<file path="src/rtl/core/dtr_pkg.sv">
`timescale 1ns / 1ps

package dtr_pkg;

    localparam int FRAC_BITS = 16;

    // shared divider geometry
    localparam int NUM_W  = 68;
    localparam int DEN_W  = 64;
    localparam int ITER_W = 7;

    localparam logic [ITER_W-1:0] IT_RATE   = 7'd64;
    localparam logic [ITER_W-1:0] IT_WEIGHT = 7'd33;
    localparam logic [ITER_W-1:0] IT_REF    = 7'd68;

    localparam logic [NUM_W-1:0] TEN_SHIFT  = 68'd10 << (2 * FRAC_BITS);
    localparam logic [NUM_W-1:0] WEIGHT_ONE = 68'h1_0000_0000;
    localparam logic [40:0]      SAT_CAP    = 41'h100_0000_0000;

    localparam logic [7:0] REG_DRAG   = 8'd0;
    localparam logic [7:0] REG_HEIGHT = 8'd1;
    localparam logic [7:0] REG_SOIL   = 8'd2;
    localparam logic [7:0] REG_COUNT  = 8'd3;

    localparam logic CMD_LOAD = 1'b0;
    localparam logic CMD_CELL = 1'b1;

    typedef enum logic [4:0] {
        S_IDLE, S_SQ_OP, S_SQ_MUL, S_SQ_ACC, S_RT, S_RT_WAIT,
        S_RATE_CMP, S_RATE_W1, S_RATE_T, S_RATE_W2,
        S_PT_INIT, S_PT_RD, S_PT_DIFF, S_W_DIV, S_W_WAIT, S_W_MUL, S_W_ACC,
        S_REF_DIV, S_REF_WAIT, S_DIFF,
        S_M1_OP, S_M1_MUL, S_M1_ACC, S_M2_OP, S_M2_MUL, S_M2_ACC, S_CAP, S_RES
    } state_t;

    typedef struct packed {
        logic busy;
        logic done;
    } unit_stat_t;

    typedef struct packed {
        logic signed [31:0] x;
        logic signed [31:0] y;
        logic signed [31:0] z;
        logic [30:0]        temp;
    } pt_t;

endpackage

</file>
<file path="src/rtl/core/dtr_sqrt.sv">
`timescale 1ns / 1ps

module dtr_sqrt
    import dtr_pkg::*;
(
    input  logic        clk,
    input  logic        rst_n,
    input  logic        start,
    input  logic [63:0] value,
    output unit_stat_t  stat,
    output logic [31:0] root
);

    logic [63:0] v_reg;
    logic [35:0] rem_reg;
    logic [31:0] root_reg;
    logic [5:0]  cnt_reg;
    logic        busy_reg;
    logic        done_reg;

    logic [35:0] rem_try;
    logic [35:0] trial;
    logic        ge;

    // two radicand bits per step
    assign rem_try = {rem_reg[33:0], v_reg[63:62]};
    assign trial   = {2'b00, root_reg, 2'b01};
    assign ge      = rem_try >= trial;

    always_ff @(posedge clk or negedge rst_n)
    begin
        if (!rst_n)
        begin
            busy_reg <= 1'b0;
            done_reg <= 1'b0;
            cnt_reg  <= '0;
        end
        else
        begin
            done_reg <= 1'b0;
            if (start)
            begin
                busy_reg <= 1'b1;
                cnt_reg  <= 6'd32;
            end
            else if (busy_reg)
            begin
                cnt_reg <= cnt_reg - 6'd1;
                if (cnt_reg == 6'd1)
                begin
                    busy_reg <= 1'b0;
                    done_reg <= 1'b1;
                end
            end
        end
    end

    always_ff @(posedge clk)
    begin
        if (start)
        begin
            v_reg    <= value;
            rem_reg  <= '0;
            root_reg <= '0;
        end
        else if (busy_reg)
        begin
            v_reg    <= {v_reg[61:0], 2'b00};
            rem_reg  <= ge ? rem_try - trial : rem_try;
            root_reg <= {root_reg[30:0], ge};
        end
    end

    assign stat.busy = busy_reg;
    assign stat.done = done_reg;
    assign root      = root_reg;

endmodule

</file>
<file path="config.mk">
export PLATFORM = sky130hd
export DESIGN_NAME = dtr_sqrt
export DESIGN_NICKNAME = d
export VERILOG_FILES = /design/src/rtl/core/dtr_pkg.sv /design/src/rtl/core/dtr_sqrt.sv
export SDC_FILE = /design/constraint.sdc
export NUM_CORES = 1
export LEC_CHECK = 0
export ABC_AREA = 0
export BUFFER_PORTS_ARGS = -buffer_cell sky130_fd_sc_hd__buf_2
export CAP_MARGIN = 20
export CORE_MARGIN = 1.5
export CORE_UTILIZATION = 25
export DETAILED_ROUTE_END_ITERATION = 8
export PLACE_DENSITY = 0.46
export SYNTH_ARGS = -nofsm -noshare
export SYNTH_HDL_FRONTEND = slang
export SYNTH_SLANG_ARGS = --single-unit
</file>
<file path="constraint.sdc">
create_clock -name clk -period 3.55 [get_ports clk]
set_input_delay 0.5325 -clock clk [delete_from_list [all_inputs] [get_ports clk]]
set_output_delay 0.5325 -clock clk [all_outputs]
set_load 0.02 [all_outputs]
</file>
Word-level counts from Yosys, hierarchy flattened:

Cells that the tools add are included.

* add/sub/neg operators: 2
* magnitude comparators: 1
* equal/unequal tests: 1
* multiplexer cells: 11
* reductions and logical operators: 1

Operators by type and width (number)
* 64-bit two-way mux: 2
* 36-bit by 34-bit >= comparator with 1-bit output: 1
* 34-bit two-way mux: 1
* 34-bit subtractor: 1
* 6-bit two-way mux: 2
* 6-bit by 1-bit == test with 1-bit output (second input constant): 1
* 1-bit two-way mux: 6
* 6-bit by 1-bit subtractor with 6-bit output (second input constant): 1
* 2-bit nonzero test: 1

* register bits: 138
* bits of input ports: 67
* output and inout port bits: 34
* logic and storage cells: 22

Logic depth before layout (Yosys ltp):

* word-level depth: 4
* mapped depth: 13
* depth with buffers taken out: 10

Least setup slack after synthesis:

Ideal clock, no wire load.

* path kind: reg-to-reg
* from: register root_reg[7] (netlist: root[7])
* to: register rem_reg[20]
* library setup time: 0.128 ns
* data arrival time: 2.516 ns
* data required time: 3.422 ns
* slack: 0.906 ns
* cell stages (with the launch flop): 12
* buffers on the path: 1
* clock period less this slack: 2.644 ns
* path through: dfxtp_1 -> inv_1 -> ha_1 -> a21oi_1 -> o211ai_1 -> a41oi_1 -> a21oi_4 -> o211ai_4 -> buf_6 -> mux2_2 -> mux2i_1 -> nor2_1

* longest elaborated chain between the ends: 2
* elaborated cells on any way between the ends: 3
* classes of those cells: add/sub (1); order compare (1); mux (1)

RTL lines
* from (decl): line dtr_sqrt.sv:16 `logic [31:0] root_reg;`
* from (signal assigned): line dtr_sqrt.sv:70 `root_reg <= {root_reg[30:0], ge};`
* 34-bit subtractor or 36-bit by 34-bit >= comparator with 1-bit output (tied branches): line dtr_sqrt.sv:69, dtr_sqrt.sv:28
* 34-bit two-way mux (*): line dtr_sqrt.sv:69 `rem_reg <= ge ? rem_try - trial : rem_try;`
* to (signal assigned): line dtr_sqrt.sv:69
* to (decl): line dtr_sqrt.sv:15 `logic [35:0] rem_reg;`

Every way passes the cells marked *; elsewhere a longest branch is shown, timed or not.
A chain may end at the register's enable or synchronous reset.

Final worst setup path:

* from: register root_reg[17] (netlist: root[17])
* to: register rem_reg[9]

* longest elaborated chain between the ends: 2

RTL lines
* 36-bit by 34-bit >= comparator with 1-bit output: line dtr_sqrt.sv:28 `assign ge = rem_try >= trial;`
* 34-bit two-way mux: line dtr_sqrt.sv:69

No other way between the ends.

==> flow_summary.json <==
{
  "yosysWarningCount": 0,
  "power_leakage_nw": 3.999,
  "clk_pin_slew_ps": 70,
  "synth_top_flop_cell": "dfxtp_1",
  "syn-cell-area_sq_um": 7759,
  "design.final.nets": 959,
  "synth_cells": 767,
  "crit_type": "flip-flop to flip-flop",
  "total_neg_setup_slack_ps": 0,
  "status": "completed",
  "max_cap_viol_count": 0,
  "numCtsBuffers": 17,
  "numClockSinks": 138,
  "worst_max_slew_pin_slew_ps": 699.1,
  "seq_cells_post_synth": 138,
  "gp_congestion": 0.8010,
  "grt_max_degree": 77,
  "hold_violations": 0,
  "critical_path.slowest_cell": "o211ai_4",
  "finalWirelength_microns": 18610,
  "die-height_microns": 179.2,
  "dp_hpwl_microns": 13080,
  "vias_in_the_first_global_route": 5738,
  "antenna_found_initial": 8,
  "post_cts_buffers": 0,
  "route.detailed.wl_per_inst_microns": 14.70,
  "cp.required_ps": 3900,
  "initial_core_util": 0.2536,
  "rrSetupSlack_ps": 400,
  "ctsHtreeMaxLevel": 4,
  "drc_errors": 0,
  "synth_area_per_cell_sq_um": 10.12,
  "unrepaired_setup_endpoints_after_global_routing": "no",
  "route.detailed.vias_per_inst": 4.590,
  "max-slew-margin-rel": 0.5317,
  "core_area_sq_um": 30590,
  "sequential_cell_area_sq_um": 3447,
  "worst_path_largest_cell_delay_ps": 610,
  "grt_overflow": 0,
  "setup_violations": 0,
  "hold_class": "primary input to flip-flop",
  "detailedRoute.firstPassIterationCount": 4,
  "clockRootBuffer": "clkbuf_16",
  "total_area_of_multi_input_combinational_cells_sq_um": 3934,
  "final_min_period_over_clock_period": 0.8876,
  "globalRouteTotalUtil": 0.1217,
  "p_per_area_nw_per_um2": 853.6,
  "proportion_of_register_bits_with_asynchronous_set_or_reset_after_synthesis": 0.05797,
  "port_buffers": 100,
  "ctsLongestPathBuffers": 2,
  "layout_common_cells": "nor2_1, buf_2, dfxtp_1, mux2_2, edfxtp_1",
  "crit_path_dat_ps": 3500,
  "final_common_cell": "nor2_1",
  "critical_path.cell_chain": "inv_1, ha_1, a21oi_1, o211ai_1, a41oi_1, a21oi_4, o211ai_4, buf_4, nand2_1, o31a_1, a211oi_2",
  "fillers": 3212,
  "max_freq_ghz": 0.3174,
  "mapped_nets": 870,
  "irDropWorstVdd_v": 0.0003610,
  "yosys.cell_types.count": 67,
  "setup_slack_ps": 399.0,
  "path_max_fanout": 22,
  "cp-end-kind": "flip-flop",
  "clk_latency_ps": 430,
  "clock_skew_ps": 11.31,
  "floorplan.die_area_sq_um": 32100,
  "grt_first_pass_wirelength_microns": 30400,
  "die_w_microns": 179.2,
  "critPathLaunchType": "flip-flop",
  "dpl_worst_slack_ps": 401.4,
  "count_of_flip_flops_with_a_built_in_enable_after_synthesis": 64,
  "finalWorstPathRequiredPeriod_ps": 3151,
  "synth_sequential_area_ratio": 0.4438,
  "antenna_left": 0,
  "design.portCount": 101,
  "placement_rows": 64,
  "first_iter_violations": 293,
  "tritoncts": "built",
  "largest_reg_flops": 64,
  "final_util": 0.3052,
  "vias": 5811,
  "report.final.slew_viol_count": 0,
  "layout-drive-gt1-share": 0.2578,
  "area_growth_syn_to_layout_pct": 20.34
}
## worst paths after layout
path,from,end,depth (start not counted)
hold reg to reg,rem_reg[33],rem_reg[33],2
max in group asynchronous,rst_n,busy_reg,2
setup reg to reg,root[17],rem_reg[9],11
min in group asynchronous,rst_n,done_reg,2
hold / removal,value[1],v_reg[1],2
setup / recovery,root[17],rem_reg[9],11
## what timing repair did
| action | in CTS | in global routing |
|---|---|---|
| hold buffers | 1 | 0 |
| gates resized for setup | 0 | 0 |
| hold endpoints to repair | 8 | 0 |
## synth_stat cells, types with 18 or more instances
| master | count | area [sq um] |
|---|---|---|
| ha_1 | 36 | 450.4 |
| inv_1 | 46 | 172.7 |
| dfxtp_1 | 66 | 1321 |
| edfxtp_1 | 64 | 1922 |
| nor2_1 | 106 | 397.9 |
| xnor2_1 | 18 | 157.7 |
| nand2_1 | 31 | 116.4 |
| a211oi_1 | 23 | 172.7 |
| mux2_2 | 64 | 720.7 |
| o21ai_0 | 22 | 110.1 |
| a21oi_1 | 46 | 230.2 |
| mux2i_1 | 45 | 450.4 |
| clkbuf_1 | 28 | 105.1 |
## cell type report
type | count | share of cell area
Multi-Input combinational cell | 539 | 0.4213
Antenna cell | 1 | 0.0002680
Timing Repair Buffer | 114 | 0.06942
Sequential cell | 138 | 0.3692
Inverter | 46 | 0.01849
Tap cell | 396 | 0.05307
Clock inverter | 15 | 0.02265
Clock buffer | 17 | 0.04556
## kinds of logic after synthesis
kind of cell / share of synthesized area
buffers and inverters: 0.04918
AOI/OAI and AO/OA: 0.1432
muxes: 0.1509
adders and majority gates: 0.05805
xor gates and xnor gates: 0.03161
DFF: 0.4438
and+or+nand+nor: 0.1232
## worst max-delay path: cells and delay by family, from the launching register on
family | cells | cell delay [ps]
AO/OA/AOI/OAI | 7 | 1850
AND/OR/NAND/NOR | 1 | 70
flip-flops | 1 | 370
adder cells (fa/ha/maj) | 1 | 380
buffers and inverters | 2 | 400
## metrics by stage
stage	cell area (sq um)	cells	power, mW	hold slack (ps)
after CTS	9334	1265	8.097	362.9
after floorplan	7759	767	5.327	236.9
after detailed placement	8687	1232	6.067	394.3
after global routing	9334	1265	8.627	357.9
after global placement	8687	1232	6.072	393.3
final	9336	1266	7.970	377.4
## report_power, final
group	total (mW)	switching (mW)	internal, mW	leakage (nW)
registers	2.16	0.182	1.98	1.32
logic	3.84	2.14	1.71	2.38
clock network	1.96	0.770	1.19	0.305
total	7.97	3.09	4.88	4.00
## routing by layer
metal	vias to the layer above	global-route usage	part of all wire
li1	2942	-	-
met5	-	0	0.0045
met1	2712	0.1597	0.48
met2	119	0.1794	0.43
met4	14	0.03306	0.0073
met3	24	0.05471	0.077
No activity file was read; power rests on OpenSTA's default activity.
