### src/rtl/core/dtr_pkg.sv
`timescale 1ns / 1ps

package dtr_pkg;

    localparam int FRAC_BITS = 16;

    // shared divider geometry
    localparam int NUM_W  = 68;
    localparam int DEN_W  = 64;
    localparam int ITER_W = 7;

    localparam logic [ITER_W-1:0] IT_RATE   = 7'd64;
    localparam logic [ITER_W-1:0] IT_WEIGHT = 7'd33;
    localparam logic [ITER_W-1:0] IT_REF    = 7'd68;

    localparam logic [NUM_W-1:0] TEN_SHIFT  = 68'd10 << (2 * FRAC_BITS);
    localparam logic [NUM_W-1:0] WEIGHT_ONE = 68'h1_0000_0000;
    localparam logic [40:0]      SAT_CAP    = 41'h100_0000_0000;

    localparam logic [7:0] REG_DRAG   = 8'd0;
    localparam logic [7:0] REG_HEIGHT = 8'd1;
    localparam logic [7:0] REG_SOIL   = 8'd2;
    localparam logic [7:0] REG_COUNT  = 8'd3;

    localparam logic CMD_LOAD = 1'b0;
    localparam logic CMD_CELL = 1'b1;

    typedef enum logic [4:0] {
        S_IDLE, S_SQ_OP, S_SQ_MUL, S_SQ_ACC, S_RT, S_RT_WAIT,
        S_RATE_CMP, S_RATE_W1, S_RATE_T, S_RATE_W2,
        S_PT_INIT, S_PT_RD, S_PT_DIFF, S_W_DIV, S_W_WAIT, S_W_MUL, S_W_ACC,
        S_REF_DIV, S_REF_WAIT, S_DIFF,
        S_M1_OP, S_M1_MUL, S_M1_ACC, S_M2_OP, S_M2_MUL, S_M2_ACC, S_CAP, S_RES
    } state_t;

    typedef struct packed {
        logic busy;
        logic done;
    } unit_stat_t;

    typedef struct packed {
        logic signed [31:0] x;
        logic signed [31:0] y;
        logic signed [31:0] z;
        logic [30:0]        temp;
    } pt_t;

endpackage

### src/rtl/core/dtr_div.sv
`timescale 1ns / 1ps

module dtr_div
    import dtr_pkg::*;
(
    input  logic              clk,
    input  logic              rst_n,
    input  logic              start,
    input  logic [NUM_W-1:0]  num,
    input  logic [DEN_W-1:0]  den,
    input  logic [ITER_W-1:0] iters,
    output unit_stat_t        stat,
    output logic [NUM_W-1:0]  quo
);

    logic [NUM_W-1:0]  sh_reg;
    logic [DEN_W-1:0]  den_reg;
    logic [DEN_W-1:0]  rem_reg;
    logic [NUM_W-1:0]  quo_reg;
    logic [ITER_W-1:0] cnt_reg;
    logic              busy_reg;
    logic              done_reg;

    logic [DEN_W:0]    rem_try;
    logic              ge;

    // restoring divider, one quotient bit per cycle
    assign rem_try = {rem_reg, sh_reg[NUM_W-1]};
    assign ge      = rem_try >= {1'b0, den_reg};

    always_ff @(posedge clk or negedge rst_n)
    begin
        if (!rst_n)
        begin
            busy_reg <= 1'b0;
            done_reg <= 1'b0;
            cnt_reg  <= '0;
        end
        else
        begin
            done_reg <= 1'b0;
            if (start)
            begin
                busy_reg <= 1'b1;
                cnt_reg  <= iters;
            end
            else if (busy_reg)
            begin
                cnt_reg <= cnt_reg - ITER_W'(1);
                if (cnt_reg == ITER_W'(1))
                begin
                    busy_reg <= 1'b0;
                    done_reg <= 1'b1;
                end
            end
        end
    end

    always_ff @(posedge clk)
    begin
        if (start)
        begin
            // only the low iters bits of num matter; left-align them
            sh_reg  <= num << (ITER_W'(NUM_W) - iters);
            den_reg <= den;
            rem_reg <= '0;
            quo_reg <= '0;
        end
        else if (busy_reg)
        begin
            sh_reg  <= {sh_reg[NUM_W-2:0], 1'b0};
            rem_reg <= ge ? DEN_W'(rem_try - {1'b0, den_reg}) : rem_try[DEN_W-1:0];
            quo_reg <= {quo_reg[NUM_W-2:0], ge};
        end
    end

    assign stat.busy = busy_reg;
    assign stat.done = done_reg;
    assign quo       = quo_reg;

endmodule

### config.mk
export PLATFORM = sky130hd
export DESIGN_NAME = dtr_div
export DESIGN_NICKNAME = d
export VERILOG_FILES = /design/src/rtl/core/dtr_pkg.sv /design/src/rtl/core/dtr_div.sv
export SDC_FILE = /design/constraint.sdc
export NUM_CORES = 1
export LEC_CHECK = 0
export BUFFER_PORTS_ARGS = -buffer_cell sky130_fd_sc_hd__buf_2
export CELL_PAD_IN_SITES_DETAIL_PLACEMENT = 1
export CELL_PAD_IN_SITES_GLOBAL_PLACEMENT = 1
export CORE_UTILIZATION = 49
export DETAILED_ROUTE_END_ITERATION = 10
export GPL_ROUTABILITY_DRIVEN = 1
export PLACE_DENSITY = 0.85
export SETUP_SLACK_MARGIN = 0.05
export SYNTH_ARGS = -nofsm -noshare
export SYNTH_HDL_FRONTEND = slang
export SYNTH_SLANG_ARGS = --single-unit
### constraint.sdc
create_clock -name clk -period 5.65 [get_ports clk]
set_clock_uncertainty 0.15 [all_clocks]
set_input_delay 0.2825 -clock clk [delete_from_list [all_inputs] [get_ports clk]]
set_output_delay 0.2825 -clock clk [all_outputs]
set_load 0.01 [all_outputs]
## After elaboration in Yosys (flattened, before gate mapping)

Cells that the tools add are included.

| storage, ports and cells | value |
|---|---|
| register bits after elaboration | 273 |
| logic and storage cells | 25 |
| input port bits | 142 |
| output and inout bits | 70 |

| operators by class | value |
|---|---|
| $lt $le $gt $ge | 1 |
| reduce and logical (&&, ||, !) cells | 1 |
| equality and inequality tests | 1 |
| shift-type cells | 1 |
| $add $sub $neg | 3 |
| mux-type cells | 11 |

Operators with widths:

| kind | count |
|---|---|
| two-way mux 68 bit | 2 |
| << shifter 68 x 7 -> 68 bit | 1 |
| greater-or-equal comparator 65 x 64 -> 1 bit | 1 |
| two-way mux 64 bit | 1 |
| subtractor 64 bit | 1 |
| two-way mux 7 bit | 2 |
| == test 7 x 1 -> 1 bit, second input constant | 1 |
| subtractor 7 x 1 -> 7 bit, second input constant | 1 |
| subtractor 7 bit, first input constant | 1 |
| two-way mux 1 bit | 6 |
| nonzero test 2 bit | 1 |

## Depth between registers and ports, before layout

| logic depth | value |
|---|---|
| word-level depth | 4 |
| depth in mapped cells | 17 |
| gate-level depth less buffers | 13 |

## Worst setup path after synthesis

Ideal clock, no wire load.

| path | value |
|---|---|
| path kind | input to register |
| start point | input iters[0] |
| end point | register sh_reg[65], data pin |
| library setup time | 271 ps |
| data required time | 5229 ps |
| stages | 16 |
| arrival | 3555 ps |
| path buffers | 5 |
| path slack | 1674 ps |
| cells stage by stage | clkbuf_1 > buf_1 > clkbuf_1 > inv_1 > ha_1 > clkbuf_1 > clkbuf_1 > mux4_2 > nand2_1 > o21ai_0 > o21ai_0 > nor2_1 > a211oi_1 > a21oi_1 > a22oi_1 > a21oi_1 |

| between the ends | value |
|---|---|
| cells in the longest elaborated chain, start to end | 3 |

Ends and longest elaborated chain:

| what | RTL line | source |
|---|---|---|
| start: declaration | dtr_div.sv:11 | `input logic [ITER_W-1:0] iters,` |
| subtractor 7 bit | dtr_div.sv:64 | `sh_reg <= num << (ITER_W'(NUM_W) - iters);` |
| << shifter 68 x 7 -> 68 bit | dtr_div.sv:64 |  |
| two-way mux 68 bit | dtr_div.sv:61 | `if (start)` |
| end signal: assignment | dtr_div.sv:64 |  |
| end signal: assignment | dtr_div.sv:71 | `sh_reg <= {sh_reg[NUM_W-2:0], 1'b0};` |
| end: declaration | dtr_div.sv:16 | `logic [NUM_W-1:0] sh_reg;` |

Every way passes these cells.
A chain may end at the register's enable or synchronous reset.

## Worst setup path after layout

| path | value |
|---|---|
| start point | register den_reg[8] |
| end point | register rem_reg[0] |

| between the ends | value |
|---|---|
| cells in the longest elaborated chain, start to end | 2 |

Ends and longest elaborated chain:

| what | RTL line | source |
|---|---|---|
| start: declaration | dtr_div.sv:17 | `logic [DEN_W-1:0] den_reg;` |
| start signal: assignment | dtr_div.sv:65 | `den_reg <= den;` |
| greater-or-equal comparator 65 x 64 -> 1 bit | dtr_div.sv:29 | `assign ge = rem_try >= {1'b0, den_reg};` |
| two-way mux 64 bit | dtr_div.sv:72 | `rem_reg <= ge ? DEN_W'(rem_try - {1'b0, den_reg}) : rem_try[DEN_W-1:0];` |
| end signal: assignment | dtr_div.sv:72 |  |
| end: declaration | dtr_div.sv:18 | `logic [DEN_W-1:0] rem_reg;` |

Every way passes these cells.

==> metrics.csv <==
metric,value,unit
status,"complete, no violations",
routed vias,16752,
vias per cell,5.98,
Max VDD drop,0.300,mV
RSZ-0062 raised after global routing,false,
worst-case clock buffer depth,3,
Final GP Congestion,0.932,
Layout area overhead,16.6,%
total negative slack,0,ns
CP max stage delay,0.58,ns
# rows,70,
post-route minimum period,4.29,ns
Routed Antenna Nets,0,
final core occ,0.583,
initial antenna violation count,1,
Iter 0 DRT Violations,745,
layout cells sized above 1,0.153,
average size of a mapped cell,8.64,sq um
Pins Over Slew Limit,0,
pre-CTS WS,1.38,ns
grt ovf,0,
Post-CTS Setup Inserts,0,
mapped cell area,0.0184,sq mm
Max Freq,233,MHz
max cap viols,0,
worst-skew pair later-pin latency,0.58,ns
Crit path top cell by count,a211oi_1,
final hold slack,0.0823,ns
type of the most critical hold path,primary input to flip-flop,
flop-to-flop setup slack,1.36,ns
cts repair resizes,0,
DRC errors left,0,
die area,0.0383,sq mm
"commonest non-fill, non-tap cells in the layout","nor2_1 (251), nand2_1 (227), buf_2 (209)",
first-pass GRT wire length,93500,microns
CP max FO,40,
worst r2r src,den_reg[8]$_DFFE_PP_,
Yosys top cell by area,edfxtp_1,
Ports,212,
chip width,196,microns
"FFs w/ async S/R, synth",0.0330,
post-route setup slack,1.36,ns
Final Setup Violations,0,
CP Launch Type,flip-flop,
port bufs,211,
initial core utilization,0.500,
TritonCTS sink count,273,
maximum number of pins on one net before global-route repair,185,
"Seq/Total Area, Yosys",0.372,
"Hold Violations, Final",0,
Tot GR Track Use,0.304,
CTS root buf,clkbuf_16,
DR pass1 iterations,5,
Worst Setup SP,den_reg[8]$_DFFE_PP_,
Worst Path Arrival,4.64,ns
syn_nets,2338,
Layout Nets,2518,
CTS buffer count,31,
DRT Wirelength,59000,microns
critical path class,flip-flop to flip-flop,
Post-synth EDFFs,132,
Least-Margin Pin Slew,1.10,ns
wire per inst,21.0,microns
hold buffer count at CTS,73,
Mapped Cells,2128,
Detail Placement HPWL,41500,microns
Critical-path top delay cell,buf_4,
die height,196,microns
Area contributors post-synth,"edfxtp_1 (22%), dfxtp_1 (14%), mux2i_1 (9.9%)",
CP Cell Sequence,"inv_1, ha_1, a21oi_1, o21ai_1, a41oi_1, a311oi_1, or3_1, a211oi_1, nor4_1, nor3_2, buf_4, mux2_2, a211oi_1",
CTS tree,yes,
Yosys cell types,71,
Yosys reg bits,273,
Tot Pwr,8.04,mW
Core Area,0.0368,sq mm
Final period util,0.759,
"commonest non-fill, non-tap cell in the layout",nor2_1,
"Primary FF master, synth",edfxtp_1,
Worst Path Required,6.00,ns
Pwr per Cell Area,375,mW/mm^2
Slew HR,0.262,
leakage,9.75,nW
worst hold start,start,
Worst Setup End Kind,flip-flop,
number of global-route vias before repair,17531,
top-area cell type share of the netlist area,0.216,
htree depth,1,
synth warn,0,
clock slew seen by the registers of the worst setup and hold paths,0.07,ns
cells by family after synthesis:
logic type               synth area share
AND/OR/NAND/NOR                     0.147
AO/OA/AOI/OAI                       0.181
buffers and inverters              0.0641
flip-flops                          0.372
multiplexers                        0.154
XOR/XNOR                           0.0362
adder cells (fa/ha/maj)            0.0467
final cells by class:
cell class	count	area, sq um
fill	4287	15400
multi-input combinational	1551	10500
sequential	273	6840
timing repair buffer	303	1970
clock buffer	45	856
tap	468	586
inverter	148	556
clock inverter	13	153
antenna	2	5.00
through the flow:
stage / cell area [sq um] / std cells
2_1_floorplan: 18400 / 2128
3_3_place_gp: 19700 / 2670
3_5_place_dp: 19700 / 2670
4_1_cts: 21400 / 2801
5_1_grt: 21400 / 2803
6_report: 21400 / 2803
worst max-delay path: cells and delay by family, from the launching register on:
kind | cells | cell delay [ns]
AO/OA/AOI/OAI | 6 | 1.47
adder cells (fa/ha/maj) | 1 | 0.38
buffers and inverters | 2 | 0.63
flip-flops | 1 | 0.33
multiplexers | 1 | 0.41
AND/OR/NAND/NOR | 3 | 0.83
metal layers:
metal / GRT usage / vias to the layer above / share of wire
met5: 0 / - / 0
met4: 0.119 / 0 / 0.039
met3: 0.0340 / 159 / 0.033
met2: 0.570 / 398 / 0.52
met1: 0.352 / 8207 / 0.40
li1: - / 7988 / -
synth_stat cells (15+ instances only):
| cell | instances |
|---|---|
| a211oi_1 | 70 |
| buf_1 | 15 |
| edfxtp_1 | 132 |
| nand2_1 | 227 |
| o21ai_0 | 138 |
| ha_1 | 67 |
| o211ai_1 | 20 |
| mux4_2 | 38 |
| xor2_1 | 30 |
| clkbuf_1 | 123 |
| dfxtp_1 | 132 |
| mux2i_1 | 182 |
| nor2_1 | 251 |
| nor3_1 | 19 |
| xnor2_1 | 46 |
| a21oi_1 | 161 |
| a31oi_1 | 16 |
| inv_1 | 147 |
| nor2b_1 | 15 |
| nand4_1 | 25 |
| nand3_1 | 36 |
| o22ai_1 | 49 |
report_power, final:
part | switching, mW | internal [mW]
Sequential | 0.205 | 2.38
Clock | 0.858 | 1.19
Combinational | 2.08 | 1.33
final timing paths:
path | to | cells past startpoint
setup / recovery | rem_reg[0]$_SDFFE_PP0P_ | 13
hold / removal | den_reg[0]$_DFFE_PP_ | 1
setup reg to reg | rem_reg[0]$_SDFFE_PP0P_ | 13
hold reg to reg | rem_reg[57]$_SDFFE_PP0P_ | 2
max in group asynchronous | busy_reg$_DFF_PN0_ | 3
min in group asynchronous | cnt_reg[5]$_DFFE_PN0P_ | 3
Note: power is estimated with default switching activity, not from simulation.
